[src/sv/tile_background_pixel_unit_top_macros.svh]
// Assertion macros shared by the tile background pixel unit modules.
`ifndef TILE_BACKGROUND_PIXEL_UNIT_TOP_MACROS_SVH
`define TILE_BACKGROUND_PIXEL_UNIT_TOP_MACROS_SVH

// Same-cycle implication, disabled while reset is asserted.
`define TBPU_ASSERT_IMP(name, clk, rst_n, pre, post, msg) \
    name: assert property (@(posedge clk) disable iff (!(rst_n)) (pre) |-> (post)) \
        else $error(msg);

// Next-cycle implication, disabled while reset is asserted.
`define TBPU_ASSERT_NXT(name, clk, rst_n, pre, post, msg) \
    name: assert property (@(posedge clk) disable iff (!(rst_n)) (pre) |=> (post)) \
        else $error(msg);

`endif

[src/sv/tbpu_pkg.sv]
// Shared types and constants of the tile background pixel unit.
package tbpu_pkg;

    // Memory and map sizes are powers of two.
    localparam int DEF_VIDEO_BYTES   = 32768;
    localparam int DEF_PALETTE_BYTES = 512;
    localparam int DEF_MAP_TILES     = 32;
    localparam int QUEUE_DEPTH       = 2;

    localparam int CFG_DATA_W = 8;

    typedef enum logic [2:0] {
        FN_SET_ADDR = 3'd0,
        FN_WORD     = 3'd1,
        FN_LOW      = 3'd2,
        FN_HIGH     = 3'd3,
        FN_PAL      = 3'd4,
        FN_PIXEL    = 3'd5
    } t_func;

    typedef enum logic {
        CFG_MAP_BASE  = 1'b0,
        CFG_STEP_HIGH = 1'b1
    } t_cfg_index;

    typedef enum logic [1:0] {
        CMD_VWRITE = 2'd0,
        CMD_PWRITE = 2'd1,
        CMD_PIXEL  = 2'd2
    } t_cmd_op;

    // One queued item for the back end. addr is a video word index or a palette byte address.
    typedef struct packed {
        t_cmd_op     op;
        logic        lane_lo;
        logic        lane_hi;
        logic [15:0] addr;
        logic [15:0] data;
        logic [7:0]  px;
        logic [7:0]  py;
    } t_cmd;

    typedef struct packed {
        logic clearing;
    } t_back_status;

    typedef enum logic [2:0] {
        BK_CLEAR,
        BK_IDLE,
        BK_MAP,
        BK_TILE,
        BK_PAL
    } t_back_state;

endpackage

[src/sv/tbpu_front.sv]
// Front end: accepts items, keeps the write addresses and queues memory work.
`include "tile_background_pixel_unit_top_macros.svh"

module tbpu_front #(
    parameter int PALETTE_BYTES = tbpu_pkg::DEF_PALETTE_BYTES
) (
    input  logic                  i_clk,
    input  logic                  i_rst_n,
    input  logic                  i_start,
    input  logic [2:0]            i_func,
    input  logic [15:0]           i_write_data,
    input  logic [7:0]            i_pixel_x,
    input  logic [7:0]            i_pixel_y,
    input  logic                  i_step_after_high,
    input  tbpu_pkg::t_back_status i_status,
    input  logic                  i_queue_full,
    output logic                  o_busy,
    output logic                  o_push,
    output tbpu_pkg::t_cmd        o_cmd
);
    import tbpu_pkg::*;

    localparam int PB_AW = $clog2(PALETTE_BYTES);

    logic [15:0]      r_word_addr, n_word_addr;
    logic [PB_AW-1:0] r_pal_addr, n_pal_addr;
    logic             accept;

    assign o_busy = i_status.clearing | i_queue_full;
    assign accept = i_start & ~o_busy;

    always_comb begin
        n_word_addr = r_word_addr;
        n_pal_addr  = r_pal_addr;
        o_push      = 1'b0;
        o_cmd       = '0;
        o_cmd.addr  = r_word_addr;
        o_cmd.px    = i_pixel_x;
        o_cmd.py    = i_pixel_y;
        if (accept) begin
            case (t_func'(i_func))
                FN_SET_ADDR: begin
                    n_word_addr = i_write_data;
                end
                FN_WORD: begin
                    o_push        = 1'b1;
                    o_cmd.op      = CMD_VWRITE;
                    o_cmd.lane_lo = 1'b1;
                    o_cmd.lane_hi = 1'b1;
                    o_cmd.data    = i_write_data;
                    n_word_addr   = r_word_addr + 1'b1;
                end
                FN_LOW: begin
                    o_push        = 1'b1;
                    o_cmd.op      = CMD_VWRITE;
                    o_cmd.lane_lo = 1'b1;
                    o_cmd.data    = {8'h00, i_write_data[7:0]};
                    if (!i_step_after_high) begin
                        n_word_addr = r_word_addr + 1'b1;
                    end
                end
                FN_HIGH: begin
                    o_push        = 1'b1;
                    o_cmd.op      = CMD_VWRITE;
                    o_cmd.lane_hi = 1'b1;
                    o_cmd.data    = {i_write_data[7:0], 8'h00};
                    if (i_step_after_high) begin
                        n_word_addr = r_word_addr + 1'b1;
                    end
                end
                FN_PAL: begin
                    o_push     = 1'b1;
                    o_cmd.op   = CMD_PWRITE;
                    o_cmd.addr = 16'(r_pal_addr);
                    o_cmd.data = {8'h00, i_write_data[7:0]};
                    n_pal_addr = r_pal_addr + 1'b1;
                end
                FN_PIXEL: begin
                    o_push   = 1'b1;
                    o_cmd.op = CMD_PIXEL;
                end
                default: begin
                    // unused codes: item taken, nothing done
                end
            endcase
        end
    end

    always_ff @(posedge i_clk) begin
        if (!i_rst_n) begin
            r_word_addr <= '0;
            r_pal_addr  <= '0;
        end else begin
            r_word_addr <= n_word_addr;
            r_pal_addr  <= n_pal_addr;
        end
    end

    `TBPU_ASSERT_IMP(a_no_push_clear, i_clk, i_rst_n, i_status.clearing, !o_push, "push during clear")

endmodule

[config.mk]
export PLATFORM = sky130hd
export DESIGN_NAME = tbpu_front
export DESIGN_NICKNAME = d
export VERILOG_FILES = /design/src/sv/tbpu_pkg.sv /design/src/sv/tbpu_front.sv
export VERILOG_INCLUDE_DIRS = /design/src /design/src/sv
export SDC_FILE = /design/constraint.sdc
export NUM_CORES = 1
export LEC_CHECK = 0
export ABC_AREA = 1
export BUFFER_PORTS_ARGS = -buffer_cell sky130_fd_sc_hd__buf_2
export CORE_ASPECT_RATIO = 0.8
export CORE_UTILIZATION = 51
export DETAILED_ROUTE_END_ITERATION = 8
export PLACE_DENSITY = 0.86
export SYNTH_ARGS = -nofsm -noshare
export SYNTH_HDL_FRONTEND = slang
export SYNTH_SLANG_ARGS = --single-unit
[constraint.sdc]
create_clock -name i_clk -period 3.4 [get_ports i_clk]
set_clock_uncertainty 0.1 [all_clocks]
set_input_delay 0.51 -clock i_clk [delete_from_list [all_inputs] [get_ports i_clk]]
set_output_delay 0.51 -clock i_clk [all_outputs]
set_load 0.02 [all_outputs]
==> reports/metrics.cfg, run 1 <==
[outcome]
status = finished, final reports clean

[clock_tree]
cts_tree = done
htreeDepth = 1
postCtsResizedCells = 0
cts_hold_buf = 0
clk_pin_slew_ps = 80
cts_buffer_depth = 2
worst_skew_pair.late_latency_ps = 280
root_buffer = clkbuf_8
post_cts_buffers = 0
cts_buffers = 3
clock-sinks = 25

[power]
p_seq_share_pct = 50.6
power_frac_comb_pct = 18.6
internal_power_w = 0.000417
p_leak_nw = 1.10
power_w = 0.000599
swShare_pct = 30.3
power_switching_w = 0.000181
peakVddDrop_uv = 174
clkPwrFrac_pct = 30.8
p_per_area_nw_per_um2 = 258

[layout]
final_common_cell = nand2_1
layout-drive-gt1-share_pct = 20.9
fillerInstances = 387
diodes = 0
layout_common_cells = nand2_1, buf_2, inv_1, nor2_1, a21oi_1
final_area_um2 = 2320
layout.cells.non_filler = 442
nets = 431
synthToLayoutAreaGrowth_pct = 11.5

[critical_path]
slowest_stage = buf_4
startpoint_type = primary input
cp-end-kind = output pin
arrival_ps = 1850
worst-path-buf-inv = 5
crit_chain = buf_2 -> inv_1 -> nand3_2 -> nor2_2 -> buf_4 -> inv_2 -> nor2_1 -> a21oi_1 -> buf_2
critPathTopFamily = buffers and inverters
cp_common_cell = buf_2
critPathMaxFanout = 22
cp_slowest_stage_delay_ps = 250
cp.required_ps = 2790
crit_type = primary input to output pin

[sta]
rsz0062_at_grt = no
final_max_slew_viol_count = 0
fin_tns_setup_ps = 0
setup-violations-final = 0
setup_slack_ps = 936
fmax_mhz = 406
maxSlewHeadroom_pct = 60.0
hold_violations = 0
layout_min_cycle_time_ps = 2460
worst_pin_slew_ps = 599
fin_crit_sh_pct = 72.5

[place]
dp_hpwl_um = 4270
dp_slack_ps = 930
globalplace.congestion = 0.912
dpl_cell_area_um2 = 2270
place_inst = 438
portBuffers = 62

[die]
core_area_um2 = 3850
rows = 20
initial_core_util_pct = 54.1
fp.dieW_um = 73.5
dieHeight_um = 59.2
dieArea_um2 = 4350
io-pin-count = 95

[synth]
async_reset_ff_share_pct = 0
yosys_warnings = 0
synth_cell_types = 31
syn_area_um2 = 2080
syn_area_per_cell_um2 = 5.99
syn_nets = 391
ys_seq_elements = 25
synthFlopType = dfxtp_1
synthCells = 348
synth-seq-area-share_pct = 24.0
synth_edf_count = 0

[global_routing]
grt_max_degree = 23
antenna_found_initial = 0
grt_pass1_wl_um = 9130
grtUsageTotal_pct = 26.9
grt_overflow = 0
grt_pass1_vias = 1997

[detailed_routing]
drt-initial-drc-count = 246
drcViolationCount = 0
vias_per_cell = 5.34
vias = 2360
dr.pass1.iters = 5
wl_um = 5590
avgRoutedWirePerCell_um = 12.6
detail-route-antenna-nets = 0

[hold_path]
hold_class = flip-flop to flip-flop

[run]
cap_viol_max_count = 0

[worst min-delay path, stage by stage (launching register included)]
cell     delay, ps
dfxtp_1        300
inv_1           70
a21oi_1         60
[per-layer routing]
metal	vias up	GRT usage (%)	share of wire [%]
li1	1194	-	-
met1	1051	39.9	48
met2	107	40.8	44
met3	8	4.42	7.2
met4	0	5.77	0.56
met5	-	0	0
[logic make-up after synthesis]
kind of cell | after synthesis | share of synthesized area (%)
AND/OR/NAND/NOR | 161 | 33.6
XOR/XNOR | 2 | 0.840
AO/OA/AOI/OAI | 79 | 21.5
flip-flops | 25 | 24.0
adder cells (fa/ha/maj) | 2 | 1.20
buffers and inverters | 79 | 18.8
[cells in the mapped netlist, types with 2 or more instances]
cell type | count | share of area [%]
nor2_1 | 48 | 8.6
inv_2 | 2 | 0.36
inv_1 | 48 | 8.6
o21ai_0 | 26 | 6.2
a22oi_1 | 8 | 2.9
dfxtp_1 | 25 | 24
xor2_1 | 2 | 0.84
buf_4 | 18 | 6.5
nor3_1 | 3 | 0.72
nand3_2 | 3 | 1.4
nand4_1 | 4 | 1.2
o21ai_1 | 4 | 0.96
nor2_2 | 2 | 0.60
nand3_1 | 26 | 6.2
buf_6 | 3 | 1.6
ha_1 | 2 | 1.2
buf_2 | 4 | 0.96
clkbuf_1 | 4 | 0.72
nand2_1 | 69 | 12
o211ai_1 | 6 | 2.2
o31ai_1 | 2 | 0.72
a21oi_1 | 30 | 7.2
[power by group through the flow]
stage	Sequential [W]	Clock, W	Combinational [W]
global route	0.000303	0.000198	0.000123
global placement	0.000309	0	0.000108
CTS	0.000303	0.000189	0.000110
floorplan	0.000308	0	0.000100
detailed placement	0.000309	0	0.000110
finish	0.000303	0.000184	0.000112
[worst paths after layout]
| path | start | to | slack, ps | cells after the start |
|---|---|---|---|---|
| max | i_queue_full | o_cmd[32] | 940 | 9 |
| min | r_pal_addr[8] | r_pal_addr[8] | 370 | 2 |
| max reg2reg | r_word_addr[1] | r_word_addr[14] | 1640 | 8 |
| min reg2reg | r_pal_addr[8] | r_pal_addr[8] | 370 | 2 |
[final cells by class]
class                   count  area (um2)  share of cell area (%)
multi-input cells         244        1190                    51.3
flip-flops and latches     25         500                    21.5
repair buffers             64         325                    14.0
inverters                  50         188                    8.08
well taps                  55        68.8                    2.96
clock buffers               3        41.3                    1.78
clock inverters             1        7.51                   0.323
[per-stage QoR]
step	util, %	hold slack (ps)
4_1_cts	60.3	376
2_1_floorplan	-	339
5_1_grt	60.3	420
6_report	60.3	372
3_3_place_gp	59.0	356
3_5_place_dp	59.0	364
[state kept, by name, indices dropped and copies added (netlist names)]
name / count
r_word_addr: 16
r_pal_addr: 9
No activity file was read; power rests on OpenSTA's default activity.
==> run 2: changes to the inputs <==
- ABC_AREA: 1 -> 0
- CORE_UTILIZATION: 51 -> 47
- PLACE_DENSITY: 0.86 -> 0.8
- clock period: 3.4 -> 2.3 ns (I/O delays scaled with it)
==> reports/metrics.cfg, run 2 <==
[outcome]
status = finished, final reports clean

[layout]
final_common_cell = buf_2
diodes = 0  ; unchanged
synthToLayoutAreaGrowth_pct = 16.1
fin_util_pct = 57.2  ; -3.1 points
largest_reg_flops = 16  ; unchanged
nets = 361  ; -16%
largest_register = r_word_addr
layout.cells.non_filler = 374  ; -15%
layout_common_cells = buf_2, dfxtp_1, nor2_1, and2_1, nand2_1
layout-drive-gt1-share_pct = 30.0  ; +9.0 points
largestRegisters = r_word_addr (16), r_pal_addr (9)

[detailed_routing]
detail-route-antenna-nets = 0  ; unchanged
drt-initial-drc-count = 265  ; +7.7%
vias_per_cell = 6.03  ; +13%
vias = 2255  ; -4.4%
wl_um = 6210  ; +11%
avgRoutedWirePerCell_um = 16.6  ; +31%
drcViolationCount = 0  ; unchanged
dr.pass1.iters = 5  ; unchanged

[critical_path]
cp.required_ps = 1860  ; -930 ps
r2r_slack_ps = 210  ; -1430 ps
arrival_ps = 1750  ; -100 ps
cp-end-kind = output pin
crit_type = primary input to output pin
critPathMaxFanout = 9  ; -59%
startpoint_type = primary input

[global_routing]
grt_overflow = 0  ; unchanged
antenna_found_initial = 0  ; unchanged
grtUsageTotal_pct = 26.2  ; -0.66 points
grt_pass1_wl_um = 9540  ; +4.5%
grt_pass1_vias = 1866  ; -6.6%
grt_max_degree = 21  ; -8.7%

[power]
p_leak_nw = 1.04  ; -4.8%
peakVddDrop_uv = 182  ; +4.7%
p_per_area_nw_per_um2 = 377  ; +46%

[sta]
final_max_slew_viol_count = 0  ; unchanged
layout_min_cycle_time_ps = 2190
worst_pin_slew_ps = 705  ; +105 ps
fmax_mhz = 456
fin_tns_setup_ps = 0  ; unchanged
maxSlewHeadroom_pct = 53.0  ; -7.0 points
setup_slack_ps = 105  ; -831 ps
hold_violations = 0  ; unchanged
rsz0062_at_grt = no
fin_crit_sh_pct = 95.4
setup-violations-final = 0  ; unchanged

[synth]
synth.most_common_cell = dfxtp_1
synth_area_leaders = dfxtp_1, and2_1, buf_4, mux2i_1, mux2_2
syn_area_um2 = 2070  ; -0.54%
ys_top_cells_by_count = dfxtp_1, nor2_1, and2_1
yosys_warnings = 0  ; unchanged
yosys.area.top_type = dfxtp_1
synth_cell_types = 49  ; +58%
syn_nets = 314  ; -20%
syn_area_per_cell_um2 = 7.65  ; +28%
async_reset_ff_share_pct = 0  ; unchanged
synth_edf_count = 0  ; unchanged
synth-seq-area-share_pct = 24.1  ; +0.13 points
synthFlopType = dfxtp_1
synth_top_area_share_pct = 24.1  ; +0.13 points
ys_seq_elements = 25  ; unchanged
synthCells = 271  ; -22%

[hold_path]
hold_class = primary input to flip-flop

[clock_tree]
cts_buffers = 3  ; unchanged
root_buffer = clkbuf_8
cts_tree = done
htreeDepth = 1  ; unchanged
clock-sinks = 25  ; unchanged
post_cts_buffers = 0  ; unchanged
clk_pin_slew_ps = 100  ; +20 ps
postCtsResizedCells = 0  ; unchanged
worst_skew_pair.late_latency_ps = 270  ; about the same
cts_hold_buf = 0  ; unchanged
cts_buffer_depth = 2  ; unchanged

[place]
dp_slack_ps = 99.4  ; -830 ps
dp_hpwl_um = 4510  ; +5.4%
globalplace.congestion = 0.847  ; -7.1%
place_inst = 370  ; -16%
portBuffers = 62  ; unchanged

[run]
cap_viol_max_count = 0  ; unchanged

[die]
dieArea_um2 = 4680  ; +7.7%
fp.dieW_um = 76.3  ; +3.8%
rows = 21  ; +5.0%
initial_core_util_pct = 49.3  ; -4.8 points
core_area_um2 = 4200  ; +9.1%
io-pin-count = 95  ; unchanged
dieHeight_um = 61.4  ; +3.8%

run 2: cell types whose count changed after synthesis, moves of 7 or more:
cell and change:
mux2i_1 +11, nand3_1 -9, inv_1 -40, nor2_1 -27, clkbuf_1 +7, mux2_2 +8
o21ai_0 -13, a21oi_1 -17, nand2_1 -50, a22oi_1 -8, and2_1 +20
run 2: cells by family (layout without fill, tap and decap cells):
logic type      after synthesis  in the layout  synth area share (%)
compound gates               50             50                  16.2
xor+xnor                      9              9                  3.80
fa+ha+maj                     2              2                  1.21
buf+inv                      40             86                  10.7
flops                        25             25                  24.1
mux                          19             19                  9.66
simple gates                126            126                  34.3
run 2: worst paths after layout:
check,start,endpoint,cells after the start
max reg2reg,r_word_addr[0],r_word_addr[14],5
min,i_write_data[0],r_word_addr[0],3
max,i_func[2],o_cmd[31],5
min reg2reg,r_pal_addr[8],r_pal_addr[8],2
run 2: layer usage:
metal / vias up / part of all wire (%) / GRT usage (%)
met1: 1025 / 46 / 37.2
met5: - / 0 / 0
met4: 0 / 1.9 / 8.79
met3: 19 / 10 / 4.74
met2: 155 / 42 / 40.7
li1: 1056 / - / -
run 2: through the flow:
step	hold WS, ps	instance area [um2]	total power [W]
after CTS	270	2410	0.000904
final	269	2410	0.000906
after global placement	381	2360	0.000631
after global routing	273	2410	0.000945
after detailed placement	387	2360	0.000634
after floorplan	356	2070	0.000600
run 2: report_power, final:
group / switching (W) / internal, W
combinational: 0.000111 / 0.0000708
clock: 0.000155 / 0.000123
sequential: 0.00000860 / 0.000438
run 2: worst max-delay path, cell delays in order:
cell    delay, ps
buf_2         110
or4b_1        580
or2_2         400
nor2_1        140
buf_2         170
run 2: layout make-up:
cell class	count	area (um2)
clock buffer	3	41.3
timing repair buffer	74	400
tap	57	71.3
clock inverter	1	7.51
sequential	25	500
inverter	8	30.0
fill	398	1800
multi-input combinational	206	1360
==> run 3: changes to the inputs <==
- CORE_ASPECT_RATIO: 0.8 -> 1.25
==> reports/metrics.cfg, run 3 (synthesis gave the netlist of run 2 again) <==
[detailed_routing]
dr.pass1.iters = 4  ; -1
drt-initial-drc-count = 135  ; -49%
detail-route-antenna-nets = 0  ; unchanged
wl_um = 5870  ; -5.5%
vias = 2219  ; -1.6%
vias_per_cell = 5.92  ; -1.9%
drcViolationCount = 0  ; unchanged
avgRoutedWirePerCell_um = 15.6  ; -5.8%

[run]
cap_viol_max_count = 0  ; unchanged

[layout]
diodes = 0  ; unchanged
layout.cells.non_filler = 375  ; +0.27%
fillerInstances = 394  ; -1.0%
largest_reg_flops = 16  ; unchanged
largestRegisters = r_word_addr (16), r_pal_addr (9)
largest_register = r_word_addr
layout-drive-gt1-share_pct = 30.1  ; +0.13 points
nets = 363  ; +0.55%
synthToLayoutAreaGrowth_pct = 16.7
layout_common_cells = buf_2, dfxtp_1, nor2_1, and2_1, nand2_1
final_common_cell = buf_2
fin_util_pct = 58.1  ; +0.85 points

[global_routing]
grtUsageTotal_pct = 25.8  ; -0.41 points
grt_max_degree = 21  ; unchanged
grt_pass1_wl_um = 9350  ; -2.0%
grt_overflow = 0  ; unchanged
grt_pass1_vias = 1988  ; +6.5%
antenna_found_initial = 0  ; unchanged

[clock_tree]
cts_tree = done
cts_buffer_depth = 2  ; unchanged
postCtsResizedCells = 0  ; unchanged
cts_buffers = 3  ; unchanged
clk_pin_slew_ps = 90  ; about the same
post_cts_buffers = 0  ; unchanged
worst_skew_pair.late_latency_ps = 280  ; about the same
clock-sinks = 25  ; unchanged
cts_hold_buf = 0  ; unchanged
htreeDepth = 1  ; unchanged
root_buffer = clkbuf_8

[critical_path]
slowest_stage = or4b_1
arrival_ps = 1690  ; -60 ps
cp_common_cell = buf_2
startpoint_type = primary input
crit_type = primary input to output pin
critPathMaxFanout = 9  ; unchanged
cp.required_ps = 1860  ; about the same
cp_slowest_stage_delay_ps = 580  ; about the same
crit_chain = buf_2 -> or4b_1 -> or2_4 -> nor2_1 -> buf_2
cp-end-kind = output pin

[power]
p_seq_share_pct = 49.6  ; +0.3 points
p_per_area_nw_per_um2 = 372  ; -1.1%
clkPwrFrac_pct = 30.6  ; about the same
peakVddDrop_uv = 321  ; +76%
p_leak_nw = 1.06  ; +1.2%
swShare_pct = 29.6  ; -0.64 points
power_switching_w = 0.000266  ; -2.7%
power_frac_comb_pct = 19.8  ; -0.2 points
internal_power_w = 0.000634  ; +0.29%

[place]
place_inst = 371  ; +0.27%
globalplace.congestion = 0.868  ; +2.5%
portBuffers = 62  ; unchanged
dp_hpwl_um = 4500  ; about the same

[sta]
rsz0062_at_grt = no
fmax_mhz = 469  ; +2.9%
hold_violations = 0  ; unchanged
worst_pin_slew_ps = 689  ; -16.2 ps
setup-violations-final = 0  ; unchanged
final_max_slew_viol_count = 0  ; unchanged
fin_tns_setup_ps = 0  ; unchanged
fin_crit_sh_pct = 92.8  ; -2.7 points
maxSlewHeadroom_pct = 54.0  ; +1.1 points
layout_min_cycle_time_ps = 2130  ; -61.3 ps

[die]
fp.dieW_um = 61.4  ; -19%
core_area_um2 = 4160  ; -0.95%
initial_core_util_pct = 49.8  ; +0.47 points
dieArea_um2 = 4680  ; unchanged
io-pin-count = 95  ; unchanged
dieHeight_um = 76.3  ; +24%
rows = 26  ; +24%

[outcome]
status = finished, final reports clean

[hold_path]
hold_class = primary input to flip-flop

==> run 3: changes by cell type in the layout (fill, tap and decap cells not counted), sizes merged <==
| cell | change |
|---|---|
| clkinvlp | -1 |
| clkbuf | +1 |
| buf | +2 |
==> run 3: area by class of cell <==
| type | instances | area, um2 | share of cell area [%] |
|---|---|---|---|
| clock buffers | 4 | 45.0 | 1.86 |
| repair buffers | 76 | 415 | 17.2 |
| flip-flops and latches | 25 | 500 | 20.7 |
| multi-input cells | 206 | 1360 | 56.1 |
| inverters | 8 | 30.0 | 1.24 |
| well taps | 56 | 70.1 | 2.90 |
==> run 3: path summary, 6_finish.rpt <==
path              cells past startpoint           start              end  slack [ps]
hold / removal                        2         i_rst_n    r_pal_addr[7]         270
setup reg to reg                      5  r_word_addr[0]  r_word_addr[14]         260
hold reg to reg                       2   r_pal_addr[1]    r_pal_addr[1]         420
setup / recovery                      5       i_func[2]        o_cmd[24]         170
==> run 3: power by group through the flow <==
stage / clock, W / sequential, W / combinational [W]
2_1_floorplan: 0 / 0.000454 / 0.000147
5_1_grt: 0.000293 / 0.000448 / 0.000195
4_1_cts: 0.000283 / 0.000446 / 0.000178
3_3_place_gp: 0 / 0.000456 / 0.000173
3_5_place_dp: 0 / 0.000457 / 0.000177
6_report: 0.000275 / 0.000447 / 0.000178
==> run 3: critical path: cells and delay by family <==
kind / cells / cell delay, ps
buffers and inverters: 2 / 320
and+or+nand+nor: 3 / 1010
==> run 3: through the flow <==
step	total power, W	hold slack, ps	worst slack (ps)	area [um2]
after floorplan	0.000600	356	25.6	2070
after global placement	0.000630	368	151	2370
after detailed placement	0.000633	407	90.3	2370
after CTS	0.000907	263	96.2	2420
after global routing	0.000936	275	94.3	2420
final	0.000901	267	167	2420
==> run 3: layer usage <==
layer  share of wire (%)  GRT usage [%]
met3                 6.5           2.72
met1                  40           32.0
met5                   0              0
met2                  51           43.0
met4                 2.6           12.2
